<file path="config.mk">
export PLATFORM = sky130hd
export DESIGN_NAME = six_axis_alpha_beta_tracker_unit
export DESIGN_NICKNAME = d
export VERILOG_FILES = /design/src/rtl/core/abt_pkg.sv /design/src/rtl/core/abt_ram.sv /design/src/rtl/core/six_axis_alpha_beta_tracker_unit.sv
export SDC_FILE = /design/constraint.sdc
export NUM_CORES = 2
export LEC_CHECK = 0
export BUFFER_PORTS_ARGS = -buffer_cell sky130_fd_sc_hd__buf_4
export CELL_PAD_IN_SITES_DETAIL_PLACEMENT = 1
export CELL_PAD_IN_SITES_GLOBAL_PLACEMENT = 1
export CORE_AREA = 2 2 464 466
export CTS_CLUSTER_SIZE = 30
export DETAILED_ROUTE_END_ITERATION = 8
export DIE_AREA = 0 0 466 468
export GPL_TIMING_DRIVEN = 0
export PLACE_DENSITY_LB_ADDON = 0.05
export SYNTH_ARGS = -nofsm -noshare
export SYNTH_HDL_FRONTEND = slang
export SYNTH_HIERARCHICAL = 1
export SYNTH_SLANG_ARGS = --single-unit
</file>
<file path="constraint.sdc">
create_clock -name clk -period 11.3 [get_ports clk]
set_input_delay 1.13 -clock clk [delete_from_list [all_inputs] [get_ports clk]]
set_output_delay 1.13 -clock clk [all_outputs]
set_load 0.02 [all_outputs]
</file>
<file path="src/rtl/core/abt_pkg.sv">
// ----------------------------------------------------------------------------
// abt_pkg
// Shared types and constants of the six-axis alpha-beta tracker.
// ----------------------------------------------------------------------------
package abt_pkg;

    // Fixed field widths of the stream words and the configuration port.
    localparam int AXIS_W      = 3;
    localparam int GAIN_W      = 17;
    localparam int CFG_IDX_W   = 1;
    localparam int IN_USER_W   = 1 + AXIS_W;
    localparam int OUT_USER_W  = AXIS_W + 1;

    // Axes below this index are linear (x, y, z); the rest are angles.
    localparam int LINEAR_AXES = 3;

    // Gain register reset values, unsigned Q0.16.
    localparam int ALPHA_RESET = 32768;
    localparam int BETA_RESET  = 16384;

    typedef enum logic [CFG_IDX_W-1:0] {
        REG_ALPHA = 1'b0,
        REG_BETA  = 1'b1
    } cfg_reg_t;

    // Control tag that travels with every word through the pipeline.
    typedef struct packed {
        logic              upd;   // measurement for an axis in range
        logic              seed;  // axis was unprimed: measurement seeds it
        logic [AXIS_W-1:0] axis;
    } tag_t;

endpackage

</file>
<file path="src/rtl/core/abt_ram.sv">
// ----------------------------------------------------------------------------
// abt_ram
// Generic single-write, single-read RAM with a registered read port.
// ----------------------------------------------------------------------------
module abt_ram #(
    parameter int WIDTH = 32,
    parameter int DEPTH = 6
) (
    input  logic                                    clk,
    input  logic                                    we,
    input  logic [((DEPTH > 1) ? $clog2(DEPTH) : 1)-1:0] waddr,
    input  logic [WIDTH-1:0]                        wdata,
    input  logic                                    re,
    input  logic [((DEPTH > 1) ? $clog2(DEPTH) : 1)-1:0] raddr,
    output logic [WIDTH-1:0]                        rdata
);

    logic [WIDTH-1:0] mem_reg [DEPTH];
    logic [WIDTH-1:0] rdata_reg;

    always_ff @(posedge clk)
    begin
        if (we)
        begin
            mem_reg[waddr] <= wdata;
        end
        if (re)
        begin
            rdata_reg <= mem_reg[raddr];
        end
    end

    assign rdata = rdata_reg;

endmodule

</file>
<file path="src/rtl/core/six_axis_alpha_beta_tracker_unit.sv">
// An accepted word passes the pipeline stages, the write-back stage and the output
// register before its result appears. Throughput: one word per cycle unless the output
// stalls; a primed update of an axis waits until the previous update of that same axis
// has been written back, as position and velocity live in RAMs read at acceptance and
// written late. Reset clears the pipeline, the primed bits and the gains to 0.5 and
// 0.25; the position and velocity RAMs are not cleared, seeding writes them first.
// ----------------------------------------------------------------------------
// six_axis_alpha_beta_tracker_unit
// Alpha-beta tracker over six pose axes with per-axis state kept in RAM.
// ----------------------------------------------------------------------------
module six_axis_alpha_beta_tracker_unit
    import abt_pkg::*;
#(
    parameter int AXES       = 6,
    parameter int DATA_WIDTH = 32,
    parameter int FRAC_BITS  = 16
) (
    input  logic                                    clk,
    input  logic                                    rst_n,
    // configuration write port
    input  logic                                    cfg_we,
    input  logic [CFG_IDX_W-1:0]                    cfg_index,
    input  logic [GAIN_W-1:0]                       cfg_data,
    // input stream
    input  logic                                    s_tvalid,
    output logic                                    s_tready,
    input  logic [((DATA_WIDTH+7)/8)*8-1:0]         s_tdata,   // measured
    input  logic [IN_USER_W-1:0]                    s_tuser,   // cmd, axis
    // output stream
    output logic                                    m_tvalid,
    input  logic                                    m_tready,
    output logic [((3*DATA_WIDTH+7)/8)*8-1:0]       m_tdata,   // corrected, velocity, predicted
    output logic [OUT_USER_W-1:0]                   m_tuser    // axis_out, ready_res
);

    localparam int AW      = (AXES > 1) ? $clog2(AXES) : 1;
    localparam int NSTG    = 5;                          // stages up to write-back
    localparam int SW      = DATA_WIDTH + 3;             // saturating sum width
    localparam int QW      = DATA_WIDTH + 2;             // rounded gain product
    localparam int GW      = FRAC_BITS + 1;              // clamped gain
    localparam int PW      = DATA_WIDTH + FRAC_BITS + 2; // full product
    localparam int CMP_W   = (GAIN_W > GW) ? GAIN_W : GW;
    localparam int ONE_I   = 1 << FRAC_BITS;
    localparam int ALPHA_I = (ALPHA_RESET > ONE_I) ? ONE_I : ALPHA_RESET;
    localparam int BETA_I  = (BETA_RESET > ONE_I) ? ONE_I : BETA_RESET;
    localparam int OUT_W   = ((3*DATA_WIDTH+7)/8)*8;

    localparam logic signed [SW-1:0] SMAX = {{4{1'b0}}, {(DATA_WIDTH-1){1'b1}}};
    localparam logic signed [SW-1:0] SMIN = {{4{1'b1}}, {(DATA_WIDTH-1){1'b0}}};
    localparam logic signed [PW-1:0] HALF    = PW'(1) << (FRAC_BITS - 1);
    localparam logic signed [PW-1:0] HALF_M1 = HALF - PW'(1);

    function automatic logic signed [DATA_WIDTH-1:0] sat_d(input logic signed [SW-1:0] v);
        logic signed [DATA_WIDTH-1:0] r;
        if (v > SMAX)
        begin
            r = SMAX[DATA_WIDTH-1:0];
        end
        else if (v < SMIN)
        begin
            r = SMIN[DATA_WIDTH-1:0];
        end
        else
        begin
            r = v[DATA_WIDTH-1:0];
        end
        return r;
    endfunction

    function automatic logic [GW-1:0] clamp_gain(input logic [GAIN_W-1:0] g);
        logic [CMP_W-1:0] ge;
        logic [GW-1:0]    r;
        ge = CMP_W'(g);
        if (ge > CMP_W'(ONE_I))
        begin
            r = GW'(ONE_I);
        end
        else
        begin
            r = GW'(ge);
        end
        return r;
    endfunction

    // ------------------------------------------------------------------
    // Configuration: gains are stored already clamped to one.
    // ------------------------------------------------------------------
    logic [GW-1:0] alpha_reg;
    logic [GW-1:0] beta_reg;

    always_ff @(posedge clk or negedge rst_n)
    begin
        if (!rst_n)
        begin
            alpha_reg <= GW'(ALPHA_I);
            beta_reg  <= GW'(BETA_I);
        end
        else if (cfg_we)
        begin
            case (cfg_reg_t'(cfg_index))
                REG_ALPHA: alpha_reg <= clamp_gain(cfg_data);
                REG_BETA:  beta_reg  <= clamp_gain(cfg_data);
                default:   alpha_reg <= alpha_reg;
            endcase
        end
    end

    // ------------------------------------------------------------------
    // Input decode, primed bits and read interlock
    // ------------------------------------------------------------------
    logic                         in_cmd;
    logic [AXIS_W-1:0]            in_axis;
    logic signed [DATA_WIDTH-1:0] in_meas;
    logic [AW-1:0]                in_addr;
    logic                         in_range;
    logic                         in_upd;
    logic                         in_primed;
    logic                         hazard;
    logic                         accept;
    logic [AXES-1:0]              primed_reg;

    logic [NSTG-1:0]              v_reg;
    tag_t                         tag_reg  [NSTG];
    logic signed [DATA_WIDTH-1:0] meas_reg [NSTG];
    logic [NSTG-1:0]              take;
    logic                         take6;
    logic                         take_out;

    assign in_cmd    = s_tuser[0];
    assign in_axis   = s_tuser[AXIS_W:1];
    assign in_meas   = s_tdata[DATA_WIDTH-1:0];
    assign in_addr   = AW'(in_axis);
    assign in_range  = (32'(in_axis) < AXES);
    assign in_upd    = !in_cmd && in_range;
    assign in_primed = in_range && primed_reg[in_addr];

    // A primed update reads the RAMs now; any older update of the same axis
    // that has not been written back yet would be missed.
    always_comb
    begin
        hazard = 1'b0;
        for (int k = 0; k < NSTG; k++)
        begin
            if (v_reg[k] && tag_reg[k].upd && tag_reg[k].axis == in_axis)
            begin
                hazard = 1'b1;
            end
        end
        hazard = hazard && in_upd && in_primed;
    end

    assign s_tready = take[0] && !hazard;
    assign accept   = s_tvalid && s_tready;

    always_ff @(posedge clk or negedge rst_n)
    begin
        if (!rst_n)
        begin
            primed_reg <= '0;
        end
        else if (accept)
        begin
            if (in_cmd)
            begin
                primed_reg <= '0;
            end
            else if (in_range)
            begin
                primed_reg[in_addr] <= 1'b1;
            end
        end
    end

    // ------------------------------------------------------------------
    // Pipeline flow: a stage moves when the next one is empty or moving.
    // ------------------------------------------------------------------
    logic s6_v_reg;
    logic out_v_reg;

    assign take_out = !out_v_reg || m_tready;
    assign take6    = !s6_v_reg || take_out;

    always_comb
    begin
        take[NSTG-1] = !v_reg[NSTG-1] || take6;
        for (int k = NSTG - 2; k >= 0; k--)
        begin
            take[k] = !v_reg[k] || take[k+1];
        end
    end

    always_ff @(posedge clk or negedge rst_n)
    begin
        if (!rst_n)
        begin
            v_reg     <= '0;
            s6_v_reg  <= 1'b0;
            out_v_reg <= 1'b0;
        end
        else
        begin
            if (take[0])
            begin
                v_reg[0] <= accept;
            end
            for (int k = 1; k < NSTG; k++)
            begin
                if (take[k])
                begin
                    v_reg[k] <= v_reg[k-1];
                end
            end
            if (take6)
            begin
                s6_v_reg <= v_reg[NSTG-1];
            end
            if (take_out)
            begin
                out_v_reg <= s6_v_reg;
            end
        end
    end

    always_ff @(posedge clk)
    begin
        if (take[0])
        begin
            tag_reg[0]  <= '{upd: in_upd, seed: !in_primed, axis: in_axis};
            meas_reg[0] <= in_meas;
        end
        for (int k = 1; k < NSTG; k++)
        begin
            if (take[k])
            begin
                tag_reg[k]  <= tag_reg[k-1];
                meas_reg[k] <= meas_reg[k-1];
            end
        end
    end

    // ------------------------------------------------------------------
    // State RAMs
    // ------------------------------------------------------------------
    logic                         ram_re;
    logic                         ram_we;
    logic [AW-1:0]                ram_waddr;
    logic signed [DATA_WIDTH-1:0] rd_pos;
    logic signed [DATA_WIDTH-1:0] rd_vel;
    logic signed [DATA_WIDTH-1:0] pos_next;
    logic signed [DATA_WIDTH-1:0] vel_next;

    assign ram_re    = accept && in_upd && in_primed;
    assign ram_we    = v_reg[NSTG-1] && tag_reg[NSTG-1].upd && take6;
    assign ram_waddr = AW'(tag_reg[NSTG-1].axis);

    abt_ram #(.WIDTH(DATA_WIDTH), .DEPTH(AXES)) u_pos_ram (
        .clk   (clk),
        .we    (ram_we),
        .waddr (ram_waddr),
        .wdata (pos_next),
        .re    (ram_re),
        .raddr (in_addr),
        .rdata (rd_pos)
    );

    abt_ram #(.WIDTH(DATA_WIDTH), .DEPTH(AXES)) u_vel_ram (
        .clk   (clk),
        .we    (ram_we),
        .waddr (ram_waddr),
        .wdata (vel_next),
        .re    (ram_re),
        .raddr (in_addr),
        .rdata (rd_vel)
    );

    // ------------------------------------------------------------------
    // Datapath: prediction, residual, gain products, rounding, update
    // ------------------------------------------------------------------
    logic signed [DATA_WIDTH-1:0] s2_pred_reg;
    logic signed [DATA_WIDTH-1:0] s2_vel_reg;
    logic signed [DATA_WIDTH-1:0] s3_pred_reg;
    logic signed [DATA_WIDTH-1:0] s3_vel_reg;
    logic signed [DATA_WIDTH-1:0] s3_resid_reg;
    logic signed [DATA_WIDTH-1:0] s4_pred_reg;
    logic signed [DATA_WIDTH-1:0] s4_vel_reg;
    logic signed [PW-1:0]         s4_pa_reg;
    logic signed [PW-1:0]         s4_pb_reg;
    logic signed [DATA_WIDTH-1:0] s5_pred_reg;
    logic signed [DATA_WIDTH-1:0] s5_vel_reg;
    logic signed [QW-1:0]         s5_qa_reg;
    logic signed [QW-1:0]         s5_qb_reg;
    logic signed [PW-1:0]         ra_sum;
    logic signed [PW-1:0]         rb_sum;
    logic signed [DATA_WIDTH-1:0] s6_pos_reg;
    logic signed [DATA_WIDTH-1:0] s6_vel_reg;
    tag_t                         s6_tag_reg;
    logic signed [DATA_WIDTH-1:0] pred_out_next;
    logic signed [DATA_WIDTH-1:0] out_corr_reg;
    logic signed [DATA_WIDTH-1:0] out_vel_reg;
    logic signed [DATA_WIDTH-1:0] out_pred_reg;
    logic [AXIS_W-1:0]            out_axis_reg;
    logic                         out_ready_reg;

    // Ties round away from zero: a negative product adds one less than half.
    assign ra_sum = s4_pa_reg + (s4_pa_reg[PW-1] ? HALF_M1 : HALF);
    assign rb_sum = s4_pb_reg + (s4_pb_reg[PW-1] ? HALF_M1 : HALF);

    always_comb
    begin
        if (!tag_reg[NSTG-1].upd)
        begin
            pos_next = '0;
            vel_next = '0;
        end
        else if (tag_reg[NSTG-1].seed)
        begin
            pos_next = meas_reg[NSTG-1];
            vel_next = '0;
        end
        else
        begin
            pos_next = sat_d(SW'(s5_pred_reg) + SW'(s5_qa_reg));
            vel_next = sat_d(SW'(s5_vel_reg) + SW'(s5_qb_reg));
        end
    end

    always_comb
    begin
        if (32'(s6_tag_reg.axis) < LINEAR_AXES)
        begin
            pred_out_next = sat_d(SW'(s6_pos_reg) + SW'(s6_vel_reg));
        end
        else
        begin
            pred_out_next = s6_pos_reg;
        end
    end

    always_ff @(posedge clk)
    begin
        if (take[1])
        begin
            s2_pred_reg <= sat_d(SW'(rd_pos) + SW'(rd_vel));
            s2_vel_reg  <= rd_vel;
        end
        if (take[2])
        begin
            s3_pred_reg  <= s2_pred_reg;
            s3_vel_reg   <= s2_vel_reg;
            s3_resid_reg <= sat_d(SW'(meas_reg[1]) - SW'(s2_pred_reg));
        end
        if (take[3])
        begin
            s4_pred_reg <= s3_pred_reg;
            s4_vel_reg  <= s3_vel_reg;
            s4_pa_reg   <= s3_resid_reg * $signed({1'b0, alpha_reg});
            s4_pb_reg   <= s3_resid_reg * $signed({1'b0, beta_reg});
        end
        if (take[4])
        begin
            s5_pred_reg <= s4_pred_reg;
            s5_vel_reg  <= s4_vel_reg;
            s5_qa_reg   <= ra_sum[FRAC_BITS +: QW];
            s5_qb_reg   <= rb_sum[FRAC_BITS +: QW];
        end
        if (take6)
        begin
            s6_pos_reg <= pos_next;
            s6_vel_reg <= vel_next;
            s6_tag_reg <= tag_reg[NSTG-1];
        end
        if (take_out)
        begin
            out_corr_reg  <= s6_pos_reg;
            out_vel_reg   <= s6_vel_reg;
            out_pred_reg  <= pred_out_next;
            out_axis_reg  <= s6_tag_reg.axis;
            out_ready_reg <= s6_tag_reg.upd;
        end
    end

    assign m_tvalid = out_v_reg;
    assign m_tdata  = OUT_W'({out_pred_reg, out_vel_reg, out_corr_reg});
    assign m_tuser  = {out_ready_reg, out_axis_reg};

`ifndef NO_ASSERTIONS
    // A reset command leaves every axis unprimed.
    a_cmd_unprimes: assert property (@(posedge clk) disable iff (!rst_n)
        (accept && in_cmd) |=> (primed_reg == '0))
        else $error("primed bits not cleared by reset command");

    // The interlock keeps a state read away from a write-back of its axis.
    a_no_rw_collision: assert property (@(posedge clk) disable iff (!rst_n)
        ram_re |-> !(ram_we && ram_waddr == in_addr))
        else $error("state read collides with write-back of the same axis");

    // A word that did not update an axis carries zero estimates.
    a_idle_result_zero: assert property (@(posedge clk) disable iff (!rst_n)
        (out_v_reg && !out_ready_reg) |->
            (out_corr_reg == '0 && out_vel_reg == '0 && out_pred_reg == '0))
        else $error("non-update result carries nonzero estimates");

    // Only an axis in range can report an update result as ready.
    a_ready_in_range: assert property (@(posedge clk) disable iff (!rst_n)
        (out_v_reg && out_ready_reg) |-> (32'(out_axis_reg) < AXES))
        else $error("ready result for an axis out of range");
`endif

endmodule
</file>
==> results by group <==
Run status
  • Outcome: complete, no violations

Synth
  • Ys flop type: edfxtp_1
  • Mapped Cells: 7988
  • Synth Warn #: 6
  • Sequential fraction of the synthesis area: 41.7%
  • Library cells used by synthesis: 97
  • Synthesized Nets: 9524
  • Post-synth ARST share: 3.60%
  • Top cells by area, synth: edfxtp_1 40%, fa_1 22%, ha_1 5.8%
  • Largest area contributor in the netlist: edfxtp_1
  • Syn Std Cell Area: 0.0935 mm^2
  • Syn avg cell area: 11.7 um^2
  • Top cell type's share of synthesized area: 40.4%
  • Post-synth EDFFs: 1257
  • Yosys reg bits: 1304

Global route
  • Grt ovf: 0
  • Largest net degree at the start of global routing: 114
  • First-pass GRT wire length: 449 mm
  • Tot GR Track Use: 28.5%
  • Antenna violations before repair: 28
  • Vias in the first global route: 66500

Clock network
  • CTS sink cnt: 1304
  • CTS Buffer Depth: 3
  • Post-CTS Resized: 0
  • Worst skew pair latency: 810 ps
  • Root Driver: clkbuf_16
  • CTS tree: done
  • H-tree Lvls: 4
  • Number of buffers created by CTS: 146
  • Clock slew at reported path FFs: 60 ps
  • # hold bufs at CTS: 0
  • Post-CTS Setup Bufs: 0

Place
  • Detailed placement HPWL: 245 mm
  • DP Worst Slack: 2750 ps
  • IO buf count: 160
  • Final Wtd Congestion: 0.929

Floorplanning
  • Die width: 466 um
  • Die Ht: 468 um
  • Num ports: 161
  • Row count: 170
  • Core area: 0.213 mm^2
  • Die footprint: 0.218 mm^2
  • Initial Util: 43.8%

Critical path
  • Most Frequent Cell on Critical Path: fa_1
  • Crit path launch: s3_resid_reg[6]
  • FF-to-FF setup slack: 2550 ps
  • Worst path required time: 11850 ps
  • CP Data Arrival Time: 9290 ps
  • Slowest CP cell: clkbuf_1
  • Crit path kind: reg2reg
  • Crit path cell chain: clkbuf_1 > nand2_1 > fa_1 > inv_1 > fa_1 > inv_1 > fa_1 > inv_1 > fa_1 > fa_1 > inv_1 > fa_1 > inv_1 > ha_1 > and4_1 > nand3_1 > a211o_1 > a31oi_1 > a311oi_2 > o32ai_2 > a2111oi_0 > o21ai_0 > a21oi_1 > xnor2_1
  • R2R depth: 24
  • Worst setup EP type: register
  • Worst setup path endpoint: s4_pa_reg[48]
  • R2R Path Start: s3_resid_reg[6]
  • CP max stage delay: 800 ps
  • Critical Path Start Type: register
  • Reg-to-reg endpoint: s4_pa_reg[48]
  • Worst-path fanout max: 10

Timing
  • Setup Skew: 38.5 ps
  • Tcrit/Tclk final: 77.4%
  • Sum Neg Setup Slack: 0 ps
  • Worst setup margin: 2550 ps
  • Final min period: 8750 ps
  • Final setup viols: 0
  • Fmax: 0.114 GHz
  • RSZ-0062 raised after global routing: false
  • Actual slew at the worst max-slew pin: 1330 ps
  • Final Hold Vio Count: 0
  • Slew Viols, Final: 0
  • Slew HR: 11.3%

Detailed routing
  • Post-DR vias/cell: 5.42
  • Detailed Routing Iterations Pass 1: 5
  • Final wirelength: 307 mm
  • Routed vias: 61200
  • Initial drt markers: 4116
  • Post-route ant nets: 0
  • Wirelength per Cell: 27.2 um
  • DRC violations left: 0

Layout
  • Multi-input gate area: 0.0481 mm^2
  • Nets: 9867
  • Filler cells: 22400
  • Area grow syn2layout: 11.1%
  • Reg area: 0.0389 mm^2
  • Layout cells sized above 1: 6.87%

Run
  • Max Cap Viol: 0

Min path
  • Tightest Hold Check Type: reg2reg
[per-layer routing]
| metal | part of all wire, % | vias to the layer above | wire length [um] | global-route usage, % |
|---|---|---|---|---|
| met1 | 42 | 32000 | 128000 | 36.6 |
| met4 | 4.2 | 4 | 12800 | 10.7 |
| met5 | 0.0098 | - | 30 | 0 |
| met2 | 49 | 1679 | 151000 | 49.0 |
| met3 | 5.0 | 524 | 15200 | 3.89 |
| li1 | - | 27000 | - | - |
[worst max-delay path: cells and delay by family (launching register included)]
kind	cells	cell delay, ps
fa+ha+maj	7	3530
compound gates	7	2380
xor+xnor	1	140
flops	1	790
simple gates	3	530
buf+inv	6	1100
[through the flow]
| stage | cells | util (%) | hold slack [ps] | instance area (um^2) |
|---|---|---|---|---|
| after global routing | 11300 | 48.7 | 409 | 104000 |
| after detailed placement | 11000 | 46.4 | 405 | 99000 |
| final | 11300 | 48.7 | 398 | 104000 |
| after CTS | 11300 | 48.7 | 387 | 104000 |
| after floorplan | 7988 | - | 400 | 93500 |
| after global placement | 11000 | 46.0 | 401 | 98200 |
[cells in the final DEF (no fill, tap or decap), types with 196 or more instances in the layout]
| cell type | Yosys | final |
|---|---|---|
| inv_1 | 1369 | 1367 |
| edfxtp_1 | 1257 | 1257 |
| fa_1 | 1047 | 1047 |
| nand2_1 | 682 | 680 |
| and2_1 | 666 | 666 |
| ha_1 | 430 | 430 |
| a21oi_1 | 326 | 326 |
| clkbuf_1 | 251 | 270 |
| o21ai_0 | 213 | 213 |
| xnor2_1 | 201 | 201 |
| mux2i_1 | 196 | 196 |
[Yosys cell counts, types with 26 or more instances]
master    instances
nor2b_1          26
and2_1          666
nand2b_1         70
a22o_1           66
nand2_1         682
nor2_1          193
nor3_1           53
a21oi_1         326
o21ai_1          27
a211oi_1         27
o211ai_1         31
clkbuf_1        251
o21ai_0         213
dfrtp_1          45
inv_1          1369
a21o_1          123
and3_1           34
o21bai_1         34
nand3_1          77
xor2_1          103
fa_1           1047
a31oi_1          31
o21a_1           32
xnor2_1         201
o22ai_1          35
nand4_1          34
mux2i_1         196
ha_1            430
edfxtp_1       1257
[how the worst min path moves through the flow]
stage                            end  cells after the start              from  slack [ps]
detailed placement     s3_vel_reg[3]                      0     s2_vel_reg[3]         410
global route        meas_reg[0][158]                      0  meas_reg[0][126]         410
CTS                     beta_reg[16]                      1             rst_n         390
global placement      tag_reg[0][18]                      0    tag_reg[0][13]         400
floorplan           meas_reg[0][100]                      0   meas_reg[0][68]         400
finish              meas_reg[0][158]                      0  meas_reg[0][126]         400
[area by class of cell]
cell class	count	share of cell area, %
antenna	9	0.0217
buffer	314	1.36
clock buffer	170	3.67
clock inverter	94	1.00
inverter	1369	4.96
multi-input combinational	5001	46.3
sequential	1304	37.5
tap	2838	3.42
timing repair buffer	195	1.79
[logic make-up (layout without fill, tap and decap cells)]
kind of cell             count (synthesis)  after routing  share of synthesized area, %
AO/OA/AOI/OAI                         1099           1099                          7.64
XOR/XNOR                               305            305                          2.87
buffers and inverters                 1683           2142                          7.02
other                                    0              9                             0
AND/OR/NAND/NOR                       1910           1910                          10.4
adder cells (fa/ha/maj)               1488           1488                          28.3
flip-flops                            1304           1304                          41.7
multiplexers                           199            199                          2.15
Power is left out: the tool's default activity adds up to more than one toggle a clock period on the data nets, which glitch-free logic cannot reach.
